==> config.mk <==
export PLATFORM = sky130hd
export DESIGN_NAME = aesgcm_front
export DESIGN_NICKNAME = d
export VERILOG_FILES = /design/src/sv/aesgcm_pkg.sv /design/src/sv/aesgcm_front.sv
export SDC_FILE = /design/constraint.sdc
export NUM_CORES = 1
export LEC_CHECK = 0
export ABC_CLOCK_PERIOD_IN_PS = 22800
export BUFFER_PORTS_ARGS = -buffer_cell sky130_fd_sc_hd__buf_2
export CORE_AREA = 2 2 383 385
export CTS_CLUSTER_SIZE = 12
export DETAILED_ROUTE_END_ITERATION = 7
export DIE_AREA = 0 0 385 387
export GPL_TIMING_DRIVEN = 0
export PLACE_DENSITY = 0.55
export SLEW_MARGIN = 20
export SYNTH_ARGS = -nofsm -noshare
export SYNTH_HDL_FRONTEND = slang
export SYNTH_SLANG_ARGS = --single-unit
==> constraint.sdc <==
create_clock -name clk -period 22.8 [get_ports clk]
set_clock_uncertainty 0.2 [all_clocks]
set_input_delay 1.14 -clock clk [delete_from_list [all_inputs] [get_ports clk]]
set_output_delay 1.14 -clock clk [all_outputs]
set_load 0.005 [all_outputs]
==> src/sv/aesgcm_pkg.sv <==
// ----------------------------------------------------------------------------
// aesgcm_pkg
// shared types, codes and the AES and byte-mask helper functions
// ----------------------------------------------------------------------------
`default_nettype none
package aesgcm_pkg;

	localparam logic [1:0] OP_START  = 2'd0;
	localparam logic [1:0] OP_DATA   = 2'd1;
	localparam logic [1:0] OP_FINISH = 2'd2;

	localparam logic [1:0] KIND_START = 2'd0;
	localparam logic [1:0] KIND_DATA  = 2'd1;
	localparam logic [1:0] KIND_TAG   = 2'd2;

	localparam logic [2:0] CFG_KEY0    = 3'd0;
	localparam logic [2:0] CFG_KEY1    = 3'd1;
	localparam logic [2:0] CFG_KEY2    = 3'd2;
	localparam logic [2:0] CFG_KEY3    = 3'd3;
	localparam logic [2:0] CFG_IV_HIGH = 3'd4;
	localparam logic [2:0] CFG_IV_LOW  = 3'd5;
	localparam logic [2:0] CFG_DECRYPT = 3'd6;

	localparam int NUM_RKEYS = 15;

	// classified command from front to back
	localparam logic [2:0] CMD_START  = 3'd0;
	localparam logic [2:0] CMD_DATA   = 3'd1;
	localparam logic [2:0] CMD_FINISH = 3'd2;
	localparam logic [2:0] CMD_ERR    = 3'd3;

	typedef struct packed {
		logic [2:0]   cmd;
		logic [1:0]   kind;
		logic [127:0] data;
		logic [4:0]   nbytes;
		logic         decrypt;
		logic [95:0]  iv;
		logic [255:0] key;
	} cmd_t;

	typedef struct packed {
		logic [1:0]   kind;
		logic [127:0] data;
		logic [4:0]   nbytes;
		logic         auth_ok;
		logic         status;
	} res_t;

	function automatic logic [7:0] xt(input logic [7:0] a);
		xt = {a[6:0], 1'b0} ^ (a[7] ? 8'h1b : 8'h00);
	endfunction

	localparam logic [7:0] SBOX [256] = '{
	8'h63,8'h7c,8'h77,8'h7b,8'hf2,8'h6b,8'h6f,8'hc5,8'h30,8'h01,8'h67,8'h2b,8'hfe,8'hd7,8'hab,8'h76,
	8'hca,8'h82,8'hc9,8'h7d,8'hfa,8'h59,8'h47,8'hf0,8'had,8'hd4,8'ha2,8'haf,8'h9c,8'ha4,8'h72,8'hc0,
	8'hb7,8'hfd,8'h93,8'h26,8'h36,8'h3f,8'hf7,8'hcc,8'h34,8'ha5,8'he5,8'hf1,8'h71,8'hd8,8'h31,8'h15,
	8'h04,8'hc7,8'h23,8'hc3,8'h18,8'h96,8'h05,8'h9a,8'h07,8'h12,8'h80,8'he2,8'heb,8'h27,8'hb2,8'h75,
	8'h09,8'h83,8'h2c,8'h1a,8'h1b,8'h6e,8'h5a,8'ha0,8'h52,8'h3b,8'hd6,8'hb3,8'h29,8'he3,8'h2f,8'h84,
	8'h53,8'hd1,8'h00,8'hed,8'h20,8'hfc,8'hb1,8'h5b,8'h6a,8'hcb,8'hbe,8'h39,8'h4a,8'h4c,8'h58,8'hcf,
	8'hd0,8'hef,8'haa,8'hfb,8'h43,8'h4d,8'h33,8'h85,8'h45,8'hf9,8'h02,8'h7f,8'h50,8'h3c,8'h9f,8'ha8,
	8'h51,8'ha3,8'h40,8'h8f,8'h92,8'h9d,8'h38,8'hf5,8'hbc,8'hb6,8'hda,8'h21,8'h10,8'hff,8'hf3,8'hd2,
	8'hcd,8'h0c,8'h13,8'hec,8'h5f,8'h97,8'h44,8'h17,8'hc4,8'ha7,8'h7e,8'h3d,8'h64,8'h5d,8'h19,8'h73,
	8'h60,8'h81,8'h4f,8'hdc,8'h22,8'h2a,8'h90,8'h88,8'h46,8'hee,8'hb8,8'h14,8'hde,8'h5e,8'h0b,8'hdb,
	8'he0,8'h32,8'h3a,8'h0a,8'h49,8'h06,8'h24,8'h5c,8'hc2,8'hd3,8'hac,8'h62,8'h91,8'h95,8'he4,8'h79,
	8'he7,8'hc8,8'h37,8'h6d,8'h8d,8'hd5,8'h4e,8'ha9,8'h6c,8'h56,8'hf4,8'hea,8'h65,8'h7a,8'hae,8'h08,
	8'hba,8'h78,8'h25,8'h2e,8'h1c,8'ha6,8'hb4,8'hc6,8'he8,8'hdd,8'h74,8'h1f,8'h4b,8'hbd,8'h8b,8'h8a,
	8'h70,8'h3e,8'hb5,8'h66,8'h48,8'h03,8'hf6,8'h0e,8'h61,8'h35,8'h57,8'hb9,8'h86,8'hc1,8'h1d,8'h9e,
	8'he1,8'hf8,8'h98,8'h11,8'h69,8'hd9,8'h8e,8'h94,8'h9b,8'h1e,8'h87,8'he9,8'hce,8'h55,8'h28,8'hdf,
	8'h8c,8'ha1,8'h89,8'h0d,8'hbf,8'he6,8'h42,8'h68,8'h41,8'h99,8'h2d,8'h0f,8'hb0,8'h54,8'hbb,8'h16};

	function automatic logic [31:0] sub_word(input logic [31:0] w);
		sub_word = {SBOX[w[31:24]], SBOX[w[23:16]], SBOX[w[15:8]], SBOX[w[7:0]]};
	endfunction

	// one AES round; byte 0 in the top bits
	function automatic logic [127:0] aes_round(input logic [127:0] s, input logic last);
		logic [7:0] b [16];
		logic [7:0] t [16];
		logic [7:0] a0, a1, a2, a3, al;
		logic [127:0] r;
		for (int i = 0; i < 16; i++) b[i] = SBOX[s[127-8*i -: 8]];
		for (int c = 0; c < 4; c++)
			for (int i = 0; i < 4; i++) t[i+4*c] = b[i+4*((c+i)%4)];
		for (int c = 0; c < 4; c++) begin
			a0 = t[4*c]; a1 = t[4*c+1]; a2 = t[4*c+2]; a3 = t[4*c+3];
			al = a0 ^ a1 ^ a2 ^ a3;
			if (!last) begin
				t[4*c]   = a0 ^ al ^ xt(a0 ^ a1);
				t[4*c+1] = a1 ^ al ^ xt(a1 ^ a2);
				t[4*c+2] = a2 ^ al ^ xt(a2 ^ a3);
				t[4*c+3] = a3 ^ al ^ xt(a3 ^ a0);
			end
		end
		for (int i = 0; i < 16; i++) r[127-8*i -: 8] = t[i];
		aes_round = r;
	endfunction

	// leading byte mask for 1..16 valid bytes
	function automatic logic [127:0] lead_mask(input logic [4:0] n);
		logic [127:0] m;
		for (int i = 0; i < 16; i++) m[127-8*i -: 8] = (5'(i) < n) ? 8'hff : 8'h00;
		lead_mask = m;
	endfunction

endpackage
`default_nettype wire

==> src/sv/aesgcm_front.sv <==
// ----------------------------------------------------------------------------
// aesgcm_front
// accepts items, tracks message sequencing, queues commands for the back end
// ----------------------------------------------------------------------------
`default_nettype none
module aesgcm_front (
	input  wire logic               clk,
	input  wire logic               arst_n,
	input  wire logic               in_valid,
	output      logic               in_ready,
	input  wire logic [1:0]         opcode,
	input  wire logic [127:0]       data,
	input  wire logic [4:0]         byte_count,
	input  wire logic               decrypt,
	input  wire logic [95:0]        iv,
	input  wire logic [255:0]       key,
	output      aesgcm_pkg::cmd_t   cmd,
	output      logic               cmd_valid,
	input  wire logic               cmd_ready
);
	import aesgcm_pkg::*;

	cmd_t q_q [2];
	logic [1:0] cnt_q;
	logic rd_q, wr_q;
	logic open_q, short_q;
	cmd_t c;
	logic push, pop;

	assign in_ready  = (cnt_q != 2'd2);
	assign push      = in_valid && in_ready;
	assign cmd_valid = (cnt_q != 2'd0);
	assign pop       = cmd_valid && cmd_ready;
	assign cmd       = q_q[rd_q];

	always_comb begin
		c.data = data; c.nbytes = byte_count; c.decrypt = decrypt;
		c.iv = iv; c.key = key;
		c.cmd = CMD_ERR; c.kind = KIND_START;
		case (opcode)
			OP_START: c.cmd = CMD_START;
			OP_DATA: begin
				c.kind = KIND_DATA;
				if (open_q && !short_q && byte_count != 5'd0 && byte_count <= 5'd16)
					c.cmd = CMD_DATA;
			end
			OP_FINISH: begin
				c.kind = KIND_TAG;
				if (open_q) c.cmd = CMD_FINISH;
			end
			default: c.kind = KIND_START;
		endcase
	end

	always_ff @(posedge clk) if (push) q_q[wr_q] <= c;

	always_ff @(posedge clk or negedge arst_n) begin
		if (!arst_n) begin
			cnt_q <= '0; rd_q <= 1'b0; wr_q <= 1'b0; open_q <= 1'b0; short_q <= 1'b0;
		end else begin
			cnt_q <= cnt_q + 2'(push) - 2'(pop);
			if (push) begin
				wr_q <= ~wr_q;
				case (c.cmd)
					CMD_START: begin open_q <= 1'b1; short_q <= 1'b0; end
					CMD_DATA: if (byte_count < 5'd16) short_q <= 1'b1;
					CMD_FINISH: open_q <= 1'b0;
					default: ;
				endcase
			end
			if (pop) rd_q <= ~rd_q;
		end
	end
endmodule
`default_nettype wire

==> metrics.md, run 1 <==
| Metric | Value |
|---|---|
| Final Wtd Congestion | ~0.9 |
| Leakage | 17.3 nW |
| Port Buffer Count | 983 |
| Die width | approximately 390 um |
| Hold Buf Count CTS | 1 |
| Number of synthesized flops with an enable pin | 980 |
| Total Wirelength | 99300 um |
| Die height | about 390 um |
| DPL Wire Length | 74700 um |
| DR vias/cell | just over 4 |
| Synth area leader | edfxtp_1 |
| Longest Clk Path Bufs | 3 |
| CTS root buffer | clkbuf_16 |
| Power Total | 6.03 mW |
| Non-filler instance count after layout | 4701 |
| Req. time, crit path | roughly 21 ns |
| Post-CTS Resized | 0 |
| Synth area leaders | edfxtp_1 (82%), mux2_2 (15%), buf_6 (1.7%) |
| Min cycle time layout | 3.90 ns |
| Initial antenna violation count | 30 |
| Htree depth | 3 |
| Initial Util | 24.8% |
| Largest delay contributor family on the critical path | buffers and inverters |
| Least-Margin Pin Slew | 0.595 ns |
| Io pins | just under 1000 |
| Setup bufs post-CTS | 0 |
| Final setup margin | 18.90 ns |
| Share of async-settable or async-resettable flops after synthesis | 0.609% |
| Vias in the first global route | 19573 |
| DR WL/cell | 21.1 um |
| CP max stage cell | mux2_2 |
| Largest net degree at the start of global routing | a little under 50 |
| DR DRC count | 0 |
| Critical Path AT | 2.56 ns |
| Clk slew on worst S/H paths | around 0.050 ns |
| Placement row count | 140 |
| Layout cell share with drive strength beyond 1 | 61.4% |
| Hold Vio Cnt, Final | 0 |
| Via count | approximately 19000 |
| CP endpoint kind | output port |
| Setup CP Type | flip-flop to output port |
| Seq cells post-synth | 986 |
| Headroom to the max-slew limit | 60.0% |
| Hold Path Class | flip-flop to flip-flop |
| Main flop type after synthesis | edfxtp_1 |
| Max-Cap Viols | 0 |
| Crit path launch type | flip-flop |
| Drt pass-1 iters | 5 |
| GRT Total Usage | roughly 13% |
| Setup violations, final | 0 |
| # fillers | 14094 |
| Max Fanout on Critical Path | 10 |
| Crit-path max cell delay | 0.46 ns |
| Total gr overflow | 0 |
| Synth top area share | between 80 and 90% |
| Pre-CTS setup slack | around 19 ns |
| CTS tree | done |
| RSZ-0062 raised after global routing | no |
| Post-synth net total | between 2000 and 2500 |
| Clk_lat worst skew | 0.69 ns |
| Syn. warnings | 0 |
| First-pass GRT wire length | 137000 um |
| Outcome | completed |
| Most common cell in the synthesized netlist | edfxtp_1 |
| Total CTS buffers | 106 |
| Sequential-to-total area share from yosys stat | 82.3% |
| Placed Cells | 4499 |
| Syn avg cell area | 23.0 um^2 |
| Period utilization | 17.1% |
| Synth Cell Area | 0.0359 mm^2 |
| Number of library cell types mapped by synthesis | 27 |
| Critical-path cell list | buf_2 > buf_6 > buf_6 > mux2_2 > buf_2 |
| Clk sinks | just under 1000 |
| Core Region | roughly 0.14 mm^2 |
| Die ar. | 0.149 mm^2 |
| Worst path bufs/invs | 4 |
| Worst VDD drop | 0.0710 mV |
| ANT nets after route | 0 |
| Most frequent cells after synthesis | edfxtp_1 (980), mux2_2 (490), buf_6 (54), dfrtp_1 (6) |
| NumNets Final | 3185 |
| DR iter-0 viols | 998 |
| Fmax achieved | 257 MHz |
| Syn Inst Count | ~1600 |
| Pwr per Cell Area | roughly 130 mW/mm^2 |
| Final Max Slew Viols | 0 |
| P&R area growth vs syn | 32.0% |
[worst reg2reg max path: stages (launching register included)]
cell and delay, ns:
dfrtp_1 0.36, nand2b_1 0.25, nand2_1 0.18, nor2_4 0.29, buf_16 0.22, buf_16 0.19, buf_16 0.19, buf_12 0.20
buf_16 0.20, buf_12 0.21, buf_12 0.22, buf_12 0.23
[cell families after synthesis]
logic type               Yosys count  share of synthesized area, %
other                              1                        0.0104
AO/OA/AOI/OAI                      3                        0.0662
flip-flops                       986                          82.3
adder cells (fa/ha/maj)            2                        0.0696
multiplexers                     491                          15.4
XOR/XNOR                           4                        0.0975
buffers and inverters             58                          1.75
AND/OR/NAND/NOR                   17                         0.282
[power breakdown]
| part | leakage [nW] | switching, mW | internal (mW) |
|---|---|---|---|
| Clock | 1.56 | 0.700 | 0.895 |
| Sequential | 9.17 | 0.0726 | 2.47 |
| Combinational | 6.60 | 1.00 | 0.892 |
| Total | 17.3 | 1.78 | 4.26 |
[stage by stage]
step / util, % / cell area [um^2] / TNS, ns / hold WS [ns]
final: 32.7 / 47400 / 0 / 0.324
after global routing: 32.7 / 47400 / 0 / 0.343
after CTS: 32.7 / 47400 / 0 / 0.324
after detailed placement: 30.5 / 44100 / 0 / 0.315
after global placement: 29.9 / 43200 / -364.21 / 0.293
after floorplan: - / 35900 / 0 / 0.278
[registers in the layout, summed over array words and instances, names as in the netlist]
name,count
q_q,980
cnt_q,2
open_q,1
rd_q,1
short_q,1
wr_q,1
[metal layers]
metal  share of wire [%]  track usage, %  vias up
met1                  37            13.8     9495
li1                    -               -     8563
met3                 8.7            4.81      173
met4                 3.1            5.00       30
met2                  51            22.3      670
met5                0.20               0        -
[final cells by class]
| cell class | count | area, um^2 | share of cell area (%) |
|---|---|---|---|
| flip-flops and latches | 986 | 29600 | 62.4 |
| well taps | 1917 | 2400 | 5.06 |
| multi-input cells | 518 | 5730 | 12.1 |
| inverters | 2 | 7.51 | 0.0158 |
| repair buffers | 1021 | 5820 | 12.3 |
| plain buffers | 56 | 621 | 1.31 |
| clock buffers | 139 | 2820 | 5.95 |
| clock inverters | 54 | 408 | 0.860 |
| diodes | 8 | 20.0 | 0.0422 |
[worst paths after layout]
check                               from  cells past startpoint  slack, ns          to
worst max-delay path                rd_q                      5      18.90    cmd[486]
worst min-delay path             short_q                      1       0.32     short_q
worst max register to register  cnt_q[0]                     11      19.54  q_q[0][56]
worst min register to register   short_q                      1       0.32     short_q
max in group asynchronous         arst_n                      2      21.55     short_q
min in group asynchronous         arst_n                      2       0.68    cnt_q[1]
[layout by cell type (no fill, tap or decap), types with 2 or more instances in the layout]
cell type / n
dfrtp_1: 6
buf_12: 17
buf_2: 984
inv_1: 2
diode_2: 8
mux2_2: 490
clkinv_4: 3
buf_16: 20
nor4b_1: 2
inv_6: 3
ha_1: 2
clkinv_1: 26
xnor2_1: 3
clkbuf_16: 108
clkinv_2: 13
clkinv_16: 3
nor2b_1: 3
bufinv_16: 2
clkinvlp_4: 3
clkbuf_1: 31
edfxtp_1: 980
buf_6: 54
nor2_1: 2
No activity file was read; power rests on OpenSTA's default activity.
==> inputs of run 2 (changes only) <==
ABC_CLOCK_PERIOD_IN_PS = 3600   (was 22800)
PLACE_DENSITY = 0.54   (was 0.55)
clock period = 3.6 ns   (was 22.8 ns; I/O delays follow)
==> metrics.md, run 2 <==
| Metric | Value |
|---|---|
| Outcome | did not finish |
| Last stage | clock tree synthesis (4_1_cts) |
| First Err | [ERROR RSZ-0060] Max buffer count reached. |
| Most frequent cells after synthesis | edfxtp_1 (980), mux2_2 (490), buf_6 (54), dfrtp_1 (6) |
| Number of library cell types mapped by synthesis | 27 |
| Placement row count | 140 |
| CTS root buffer | clkbuf_16 |
| Synth Area in XOR/XNOR | 0.0975% |
| Post-CTS Resized | 0 |
| Post-synthesis mux area share | 15.4% |
| Pre-CTS setup slack | between 0.15 and 0.2 ns |
| Most common cell in the synthesized netlist | edfxtp_1 |
| Sequential-to-total area share from yosys stat | 82.3% |
| Clk sinks | 986 |
| Seq cells post-synth | 986 |
| Longest Clk Path Bufs | 3 |
| Hold Buf Count CTS | 940 |
| Io pins | ~990 |
| Port Buffer Count | 983 |
| Number of synthesized flops with an enable pin | 980 |
| Synth top area share | 81.9% |
| Synth Area in Compound Gates | less than 1% |
| Synth area leader | edfxtp_1 |
| Syn Inst Count | 1562 |
| Synth area leaders | edfxtp_1 (82%), mux2_2 (15%), buf_6 (1.7%) |
| Synth Cell Area | 0.0359 mm^2 |
| Total CTS buffers | 107 |
| DP Area | between 0.04 and 0.05 mm^2 |
| Main combinational cell family by area after synthesis | multiplexers |
| Post-synth net total | a little over 2000 |
| Final Wtd Congestion | 0.808 |
| Setup bufs post-CTS | 0 |
| Syn avg cell area | between 20 and 25 um^2 |
| Initial Util | between 20 and 25% |
| Syn. warnings | 0 |
| Die height | 387 um |
| Simple-gate share of the synthesized area | less than 1% |
| Htree depth | 3 |
| DPL Wire Length | roughly 75000 um |
| Share of async-settable or async-resettable flops after synthesis | 0.609% |
| Die width | 385 um |
| Adder-Cell Fraction of Synth Area | 0.0697% |
| Main flop type after synthesis | edfxtp_1 |
| Placed Cells | roughly 4500 |
[run 2: cell counts after synthesis]
No cell type changed its count.
[run 2: kinds of logic after synthesis]
family | Yosys count
simple gates | 17
buf+inv | 58
xor+xnor | 4
other cells | 1
mux | 491
flops | 986
fa+ha+maj | 2
compound gates | 3
[run 2: through the flow]
stage                     hold WS, ns  TNS [ns]
after detailed placement       -0.176         0
after global placement         -0.181  -8510.81
after floorplan                -0.316  -4084.46
==> inputs of run 3 (changes only) <==
CORE_AREA = 2 2 382 384   (was 2 2 383 385)
CTS_CLUSTER_SIZE = unset   (was 12)
DIE_AREA = 0 0 384 386   (was 0 0 385 387)
PLACE_DENSITY = unset   (was 0.54)
PLACE_DENSITY_LB_ADDON = 0.15   (was unset)
==> metrics.md, run 3 (synthesized netlist as in run 1, its figures left out) <==
| Metric | Value |
|---|---|
| Outcome | completed |
| Total CTS buffers | 109 |
| Total Wirelength | 108000 um |
| Vias in the first global route | 24668 |
| GRT met1 Usage | between 10% and 20% |
| Non-filler instance count after layout | approximately 5600 |
| DPL Wire Length | about 78000 um |
| Commonest non-fill, non-tap cell in the layout | buf_2 |
| First-pass GRT wire length | 152000 um |
| Power Total | 39.6 mW |
| Area of the multi-input gates | 0.00574 mm^2 |
| Worst VDD drop | a little under 0.5 mV |
| Headroom to the max-slew limit | 56.7% |
| Hold Vio Cnt, Final | 0 |
| Worst setup endpoint | q_q[0][106] |
| Min cycle time layout | 2.89 ns |
| Worst path bufs/invs | 6 |
| DR iter-0 viols | 916 |
| Global-route track usage on met2 | about a quarter |
| Most frequent CP cell | buf_12 |
| Initial Util | around a quarter |
| Combinational group share of total power | 32.4% |
| Req. time, crit path | 3.81 ns |
| Placed Cells | 4498 |
| Setup bufs post-CTS | 0 |
| Final Max Slew Viols | 0 |
| Largest delay contributor family on the critical path | buffers and inverters |
| Die ar. | 0.148 mm^2 |
| Clk_lat worst skew | around 0.70 ns |
| Hold Path Class | primary input to flip-flop |
| Longest Clk Path Bufs | 3 |
| NumNets Final | 4117 |
| Clk network pwr share | a little over a quarter |
| Crit. path cell count | 9 |
| GRT Total Usage | 13.9% |
| Via count | 22587 |
| Switching Power | roughly 12 mW |
| CP max stage cell | nor2_4 |
| Crit-path max cell delay | 0.46 ns |
| DR DRC count | 0 |
| Seq. cell area | 0.0296 mm^2 |
| Final Wtd Congestion | 0.851 |
| Crit path launch type | flip-flop |
| Leakage | 21.3 nW |
| Io pins | 985 |
| CP endpoint kind | flip-flop |
| R2R depth | 9 |
| Placement row count | 140 |
| Layout cell share with drive strength beyond 1 | between 40% and 50% |
| Htree depth | 3 |
| Drt pass-1 iters | 5 |
| Clk sinks | around 1000 |
| Internal cell power | 28.1 mW |
| Total gr overflow | 0 |
| Min Hold Slack | approximately 0.063 ns |
| Core Region | 0.145 mm^2 |
| Die height | 386 um |
| Initial antenna violation count | 16 |
| R2R setup slack | around 0.7 ns |
| Period utilization | 80.4% |
| Fmax achieved | roughly 350 MHz |
| Biggest regs | q_q: 980 flops, cnt_q: 2 flops |
| Worst setup path startpoint | cnt_q[0] |
| Reg2reg start | cnt_q[0] |
| # fillers | 13567 |
| Port Buffer Count | 983 |
| Pwr per Cell Area | roughly 700 mW/mm^2 |
| Clk slew on worst S/H paths | 0.06 ns |
| Max Fanout on Critical Path | 24 |
| Setup CP Type | flip-flop to flip-flop |
| Sequential share of power | 40.7% |
| Worst R2R End | q_q[0][106] |
| CTS tree | done |
| DP Area | approximately 0.044 mm^2 |
| Max FFs per register | 980 |
| Die width | 384 um |
| Setup violations, final | 0 |
| Largest reg by FF count | q_q |
| P&R area growth vs syn | 58.4% |
| DR vias/cell | 4.01 |
| Met3 Use GR | 5.09% |
| Setup TNS | 0 ns |
| Sw Share | 29.1% |
| Max-Cap Viols | 0 |
| Largest net degree at the start of global routing | 52 |
| Commonest cells after routing, fill and taps aside | buf_2 (984), edfxtp_1 (980), dlygate4sd3_1 (931) |
| Least-Margin Pin Slew | 0.644 ns |
| DR WL/cell | 19.2 um |
| ANT nets after route | 0 |
| Critical Path AT | 3.11 ns |
| Top Usage Layer GRT | met2 |
| Critical-path cell list | nand2b_4 > nand2_4 > nor2_4 > buf_16 > buf_12 > buf_12 > buf_12 > buf_12 > buf_16 |
| RSZ-0062 raised after global routing | no |
| CTS root buffer | clkbuf_16 |
| Post-layout instance area | 0.0569 mm^2 |
run 3: what timing repair did:
item / CTS / global route
gates resized for setup: 0 / 0
hold buffers: 930 / 1
hold endpoints to repair: 1025 / 2
run 3: area by class of cell:
cell class                 count  area share (%)
sequential                   986            52.0
timing repair buffer        1950            26.5
multi-input combinational    518            10.1
clock buffer                 144            5.10
tap                         1917            4.22
buffer                        56            1.09
clock inverter                57           0.928
antenna                        8          0.0352
inverter                       2          0.0132
run 3: worst min-delay path by stage:
stage | startpoint | to | slack (ns) | cells past startpoint
detailed placement | arst_n | cnt_q[1] | -0.18 | 1
CTS | key[243] | q_q[1][243] | 0.000004 | 2
global placement | arst_n | cnt_q[1] | -0.18 | 1
global route | key[243] | q_q[1][243] | 0.001 | 2
floorplan | arst_n | cnt_q[0] | -0.32 | 0
finish | data[124] | q_q[1][482] | 0.06 | 2
run 3: power groups by stage:
stage	clock network (mW)	logic [mW]	registers (mW)
after detailed placement	0	12.3	16.4
after global routing	11.5	13.8	16.3
after floorplan	0	5.99	16.8
final	10.7	12.8	16.1
after global placement	0	9.79	15.7
after CTS	11.0	13.2	16.1
run 3: per-stage QoR:
stage / util (%) / worst slack (ns)
4_1_cts: 39.4 / 0.452
3_5_place_dp: 30.5 / 0.642
3_3_place_gp: 29.9 / -9.41
2_1_floorplan: - / -4.83
5_1_grt: 39.4 / 0.443
6_report: 39.4 / 0.707
run 3: metal layers:
layer	wire length, um	share of wire, %
met2	55700	52
met3	9050	8.4
met5	73	0.068
met1	39300	36
met4	3880	3.6
run 3: worst reg2reg max path, stage by stage (launching register included):
cell	delay (ns)
dfrtp_1	0.37
nand2b_4	0.18
nand2_4	0.08
nor2_4	0.46
buf_16	0.22
buf_12	0.20
buf_12	0.22
buf_12	0.24
buf_12	0.24
buf_16	0.20
==> inputs of run 4 (changes only) <==
ABC_CLOCK_PERIOD_IN_PS = 2500   (was 3600)
clock period = 2.5 ns   (was 3.6 ns; I/O delays follow)
==> metrics.md, run 4 <==
| Metric | Value |
|---|---|
| Outcome | did not finish |
| Last stage | clock tree synthesis (4_1_cts) |
| First Err | [ERROR RSZ-0060] Max buffer count reached. |
| Hold Buf Count CTS | between 900 and 1000 |
| Syn. warnings | 0 |
| Setup bufs post-CTS | 2 |
| Synth top area share | 81.9% |
| Placed Cells | approximately 4500 |
| Htree depth | 3 |
| Synth Cell Area | 0.0359 mm^2 |
| Die width | approximately 380 um |
| Number of library cell types mapped by synthesis | 27 |
| Number of synthesized flops with an enable pin | 980 |
| Io pins | roughly 1000 |
| Die height | 386 um |
| Total CTS buffers | 109 |
| Synth area leader | edfxtp_1 |
| Post-CTS Resized | 43 |
| Most frequent cells after synthesis | edfxtp_1 (980), mux2_2 (490), buf_6 (54), dfrtp_1 (6) |
| Post-synth net total | 2056 |
| Share of async-settable or async-resettable flops after synthesis | less than 1% |
| Clk sinks | between 900 and 1000 |
| Syn Inst Count | 1562 |
| Final Wtd Congestion | 0.851 |
| CTS root buffer | clkbuf_16 |
| Seq cells post-synth | ~990 |
| Initial Util | 24.9% |
| Main flop type after synthesis | edfxtp_1 |
| Port Buffer Count | between 900 and 1000 |
| Placement row count | between 100 and 150 |
| DPL Wire Length | 77600 um |
| Longest Clk Path Bufs | 3 |
| Sequential-to-total area share from yosys stat | a little over 80% |
| Most common cell in the synthesized netlist | edfxtp_1 |
| Synth area leaders | edfxtp_1 (82%), mux2_2 (15%), buf_6 (1.7%) |
| Syn avg cell area | 23.0 um^2 |
-- run 4: metrics by stage --
stage / utilization [%] / hold WS, ns / setup slack (ns) / area, um^2 / TNS (ns)
3_5_place_dp: 30.5 / -0.235 / -0.458 / 44100 / -45.77
3_3_place_gp: 29.9 / -0.239 / -10.51 / 43300 / -9123.62
2_1_floorplan: - / -0.371 / -5.93 / 35900 / -5162.46
-- run 4: kinds of logic after synthesis --
| kind of cell | count (synthesis) | synth area share [%] |
|---|---|---|
| AOI/OAI and AO/OA | 3 | 0.0662 |
| xor gates and xnor gates | 4 | 0.0975 |
| adders and majority gates | 2 | 0.0696 |
| buffers and inverters | 58 | 1.75 |
| DFF | 986 | 82.3 |
| muxes | 491 | 15.4 |
| other | 1 | 0.0104 |
| and+or+nand+nor | 17 | 0.282 |
